[config.mk]
export PLATFORM = sky130hd
export DESIGN_NAME = cvri_controller
export DESIGN_NICKNAME = d
export VERILOG_FILES = /design/src/rtl/cvri_pkg.sv /design/src/rtl/cvri_controller.sv
export VERILOG_INCLUDE_DIRS = /design/src /design/src/rtl
export SDC_FILE = /design/constraint.sdc
export NUM_CORES = 1
export LEC_CHECK = 0
export BUFFER_PORTS_ARGS = -buffer_cell sky130_fd_sc_hd__buf_2
export CELL_PAD_IN_SITES_DETAIL_PLACEMENT = 1
export CELL_PAD_IN_SITES_GLOBAL_PLACEMENT = 1
export CORE_AREA = 2 2 39 41
export CTS_CLUSTER_DIAMETER = 120
export DETAILED_ROUTE_END_ITERATION = 12
export DIE_AREA = 0 0 41 43
export GPL_ROUTABILITY_DRIVEN = 0
export HOLD_SLACK_MARGIN = 0.03
export MAX_ROUTING_LAYER = met4
export PLACE_DENSITY_LB_ADDON = 0.1
export SLEW_MARGIN = 30
export SYNTH_ARGS = -nofsm -noshare
export SYNTH_HDL_FRONTEND = slang
export SYNTH_SLANG_ARGS = --single-unit
[constraint.sdc]
create_clock -name clk -period 2.3 [get_ports clk]
set_input_delay 0 -clock clk [delete_from_list [all_inputs] [get_ports clk]]
set_output_delay 0 -clock clk [all_outputs]
set_load 0.02 [all_outputs]
[src/rtl/count_vector_rank_index_unit_macros.svh]
// assertion macros shared by the rank index unit modules
`ifndef COUNT_VECTOR_RANK_INDEX_UNIT_MACROS_SVH
`define COUNT_VECTOR_RANK_INDEX_UNIT_MACROS_SVH

// same-cycle implication, checked out of reset
`define CVRI_ASSERT_SAME(label, ante, cons, msg) \
    label: assert property (@(posedge clk) disable iff (!rst_n) (ante) |-> (cons)) \
        else $error(msg);

// next-cycle implication, checked out of reset
`define CVRI_ASSERT_NEXT(label, ante, cons, msg) \
    label: assert property (@(posedge clk) disable iff (!rst_n) (ante) |=> (cons)) \
        else $error(msg);

`endif

[src/rtl/cvri_pkg.sv]
// package with widths, register codes and control structs of the rank index unit
`timescale 1ns / 1ps

package cvri_pkg;

    localparam int MAX_STATES_DEF     = 8;
    localparam int MAX_NEIGHBOURS_DEF = 32;

    localparam int VALUE_W    = 27;
    localparam int OWN_W      = 3;
    localparam int COUNT_W    = 6;
    localparam int NUM_COUNTS = 7;

    localparam int STATES_CFG_W = 4;
    localparam int NEIGHB_CFG_W = 6;
    localparam int CFG_DATA_W   = 6;
    localparam int CFG_ADDR_W   = 1;

    localparam logic [CFG_ADDR_W-1:0] CFG_NUM_STATES      = 1'b0;
    localparam logic [CFG_ADDR_W-1:0] CFG_NEIGHBOUR_COUNT = 1'b1;

    localparam int IN_DATA_W  = ((OWN_W + NUM_COUNTS * COUNT_W + 7) / 8) * 8;
    localparam int OUT_DATA_W = ((2 * VALUE_W + 7) / 8) * 8;

    // controller to datapath
    typedef struct packed {
        logic fill_step;
        logic load;
        logic check;
        logic latch_block;
        logic step;
        logic finish;
    } cvri_cmd_t;

    // datapath to controller
    typedef struct packed {
        logic fill_done;
        logic bad;
        logic last_digit;
        logic out_free;
    } cvri_sts_t;

endpackage

[src/rtl/cvri_controller.sv]
// sequencing state machine of the rank index unit
`timescale 1ns / 1ps
`include "count_vector_rank_index_unit_macros.svh"

module cvri_controller (
    input  logic              clk,
    input  logic              rst_n,
    input  logic              in_valid,
    output logic              in_ready,
    input  cvri_pkg::cvri_sts_t sts,
    output cvri_pkg::cvri_cmd_t cmd
);

    typedef enum logic [2:0] {
        ST_FILL,
        ST_IDLE,
        ST_CHECK,
        ST_BLOCK,
        ST_DIGIT,
        ST_DRAIN,
        ST_FINISH
    } state_t;

    state_t state_reg;
    state_t state_next;
    logic   in_ready_reg;
    logic   in_ready_next;

    always_comb
    begin
        cmd           = '0;
        state_next    = state_reg;
        in_ready_next = 1'b0;
        unique case (state_reg)
            ST_FILL:
            begin
                cmd.fill_step = 1'b1;
                if (sts.fill_done)
                begin
                    state_next    = ST_IDLE;
                    in_ready_next = 1'b1;
                end
            end
            ST_IDLE:
            begin
                in_ready_next = 1'b1;
                if (in_valid && in_ready_reg)
                begin
                    cmd.load      = 1'b1;
                    state_next    = ST_CHECK;
                    in_ready_next = 1'b0;
                end
            end
            ST_CHECK:
            begin
                cmd.check  = 1'b1;
                state_next = ST_BLOCK;
            end
            ST_BLOCK:
            begin
                cmd.latch_block = 1'b1;
                state_next      = sts.bad ? ST_FINISH : ST_DIGIT;
            end
            ST_DIGIT:
            begin
                cmd.step = 1'b1;
                if (sts.last_digit)
                begin
                    state_next = ST_DRAIN;
                end
            end
            ST_DRAIN:
            begin
                state_next = ST_FINISH;
            end
            ST_FINISH:
            begin
                if (sts.out_free)
                begin
                    cmd.finish    = 1'b1;
                    state_next    = ST_IDLE;
                    in_ready_next = 1'b1;
                end
            end
            default:
            begin
                state_next = ST_IDLE;
            end
        endcase
    end

    always_ff @(posedge clk or negedge rst_n)
    begin
        if (!rst_n)
        begin
            state_reg    <= ST_FILL;
            in_ready_reg <= 1'b0;
        end
        else
        begin
            state_reg    <= state_next;
            in_ready_reg <= in_ready_next;
        end
    end

    assign in_ready = in_ready_reg;

    `CVRI_ASSERT_SAME(a_ready_only_idle, in_ready_reg, state_reg == ST_IDLE, "ready outside idle")
    `CVRI_ASSERT_NEXT(a_bad_skips_digits, state_reg == ST_BLOCK && sts.bad, state_reg == ST_FINISH, "bad request entered digit loop")

endmodule

==> summary.md <==
| Metric | Value |
|---|---|
| Die area | `1760 um^2` |
| # diodes | `0` |
| Switching Fraction | `0.457` |
| Reg power frac | `0.357` |
| CTS max path bufs | `2` |
| Most used DFF post-synth | `dfrtp_1` |
| CTS root buffer | `clkbuf_4` |
| Hold Crit Class | `input port to register` |
| Routed length per instance | `10.5 um` |
| Hold Slack | `0.0424 ns` |
| Maximum capacitance violations | `0` |
| Clock transition at the registers of the reported paths | `0.04 ns` |
| Vias in the first global route | `288` |
| Maximum VDD drop | `0.457 mV` |
| Area grow syn2layout | `30.8%` |
| Worst-Margin Slew | `0.391 ns` |
| Status | `finished clean` |
| Worst hold path endpoint | `in_ready` |
| Crit. End Element | `output pin` |
| Worst reg2reg startpoint | `state_reg[0]` |
| Setup slack, reg-to-reg | `1.07 ns` |
| CP Max Fanout | `12` |
| Fmax achieved | `0.771 GHz` |
| Final core occ | `0.280` |
| GRT Util Overall | `0.105` |
| Final Hold Fails | `0` |
| Num CTS Buffers | `3` |
| Aggregate global routing overflow | `0` |
| Yosys Warn Count | `0` |
| Dpl hpwl | `500 um` |
| Initial antenna violation count | `0` |
| R2R depth | `3` |
| Switching pwr | `245 uW` |
| Die Wd | `41 um` |
| Routed vias | `300` |
| Critical path arrival | `1.30 ns` |
| I/O pin count | `14` |
| Combinational group share of total power | `0.481` |
| Initial Util | `0.214` |
| Synthesis-stage register bit count | `4` |
| Share of layout cells above drive strength 1 | `0.417` |
| Syn Nets | `41` |
| Clock Latency Late Sink | `0.23 ns` |
| Mapped Cells | `34` |
| Rel. slew slack | `0.740` |
| Cells on Worst Hold Path | `3` |
| Worst Hold Launch | `sts[3]` |
| DR DRC count | `0` |
| Crit Path Category | `register to output pin` |
| Post-cts gate resize count | `0` |
| Slew Viols, Final | `0` |
| Fin Setup TNS | `0 ns` |
| Crit. Startpoint | `state_reg[2]` |
| Netlist cell types | `22` |
| Initial detailed-routing violation count | `0` |
| PnR worst setup slack | `1.00 ns` |
| Final-report setup violation count | `0` |
| Async S/R FF share, synth | `1.00` |
| First-pass GRT wire length | `1180 um` |
| Critical path startpoint category | `register` |
| Core Footprint | `1380 um^2` |
| Nets | `57` |
| R2r endpoint | `state_reg[0]` |
| Layout Skew | `0.00600 ns` |
| Lkg Pwr | `0.194 nW` |
| Number of flip-flops in the largest register | `3` |
| Rows | `14` |
| Internal power | `290 uW` |
| RSZ-0062 raised after global routing | `false` |
| Fin crit share | `0.564` |
| Final ANT Viol Nets | `0` |
| Largest net degree at the start of global routing | `14` |
| Data required time of the critical path | `2.30 ns` |
| Vias per inst | `4.69` |
| WL final | `674 um` |
| CTS tree | `built` |
| H-tree depth | `1` |
| Number of flops mapped to enable cells by yosys | `0` |
| Area of the mapped netlist | `297 um^2` |
| Drt pass-1 iters | `1` |
| Vert. Die Dim | `43 um` |
| Cell Pwr Density | `1380 nW/um^2` |
| Post-Place Worst Slack | `1.07 ns` |
| CTS Sinks | `4` |
| Minimum clock period | `1.30 ns` |
| Mapped Avg Cell Area | `8.72 um^2` |
| IO Port Bufs | `13` |
| Clock power share | `0.162` |
| Seq/Total Area, Yosys | `0.338` |
-- through the flow --
step                instances  area [um^2]  power [mW]
global route               64          388       0.597
CTS                        64          388       0.544
floorplan                  34          297       0.413
finish                     64          388       0.535
detailed placement         60          355       0.452
global placement           60          355       0.451
-- final cells by class --
cell class / instances / area (um^2)
well taps: 16 / 20.0
fillers: 175 / 996
flip-flops and latches: 4 / 100
inverters: 1 / 3.75
repair buffers: 14 / 75.1
multi-input cells: 26 / 166
clock buffers: 3 / 22.5
-- how the worst max path moves through the flow --
stage	endpoint	slack [ns]	cells after the start
6_report	cmd[4]	1.00	4
5_1_grt	cmd[4]	0.87	4
4_1_cts	cmd[4]	0.99	4
3_5_place_dp	state_reg[0]	1.07	3
3_3_place_gp	state_reg[0]	1.11	3
2_1_floorplan	cmd[1]	1.22	2
-- power groups by stage --
stage,combinational (mW),sequential (mW),clock [mW]
6_report,0.257,0.191,0.0867
5_1_grt,0.290,0.211,0.0964
4_1_cts,0.262,0.191,0.0911
3_5_place_dp,0.260,0.191,0
3_3_place_gp,0.261,0.190,0
2_1_floorplan,0.271,0.141,0
-- layout by cell type (no fill, tap or decap) --
cell type	count
nor3_1	1
and3b_1	1
inv_1	1
o21ai_1	3
dlygate4sd3_1	1
a21oi_2	1
nor3b_2	1
nor3b_1	1
nand2_2	1
dfrtp_1	4
mux2_4	1
o21ai_0	1
buf_2	13
a32oi_1	1
o211ai_1	1
nand3_1	1
a21o_1	1
o22a_1	1
a31o_1	1
nand2b_1	1
clkbuf_4	3
nand2_1	3
nor2_1	5
-- kinds of logic after synthesis --
family	synth area share
buf+inv	0.101
simple gates	0.274
flops	0.338
mux	0.0506
compound gates	0.236
-- cell usage after synthesis, types with 2 or more instances --
master   number  area [um^2]
nor2_1        5         18.8
dfrtp_1       4          100
nand2_1       3         11.3
o21ai_1       3         15.0
buf_4         2         15.0
-- metal layers --
| layer | wire length, um | share of wire | vias to the layer above | GRT usage |
|---|---|---|---|---|
| li1 | - | - | 150 | - |
| met1 | 304 | 0.45 | 140 | 0.130 |
| met2 | 311 | 0.46 | 8 | 0.138 |
| met3 | 48 | 0.071 | 2 | 0.0471 |
| met4 | 10 | 0.015 | 0 | 0.0600 |
| met5 | 0 | 0 | - | - |
-- repair_timing --
action,in CTS,in global routing
hold buffers,1,0
setup buffers,0,0
endpoints found under the hold margin,4,0
-- worst max-delay path: stages, from the launching register on --
cell     delay, ns
dfrtp_1       0.51
nor2_1        0.23
nand2_1       0.08
nor2_1        0.09
buf_2         0.16
(Power assumes the default switching activity.)
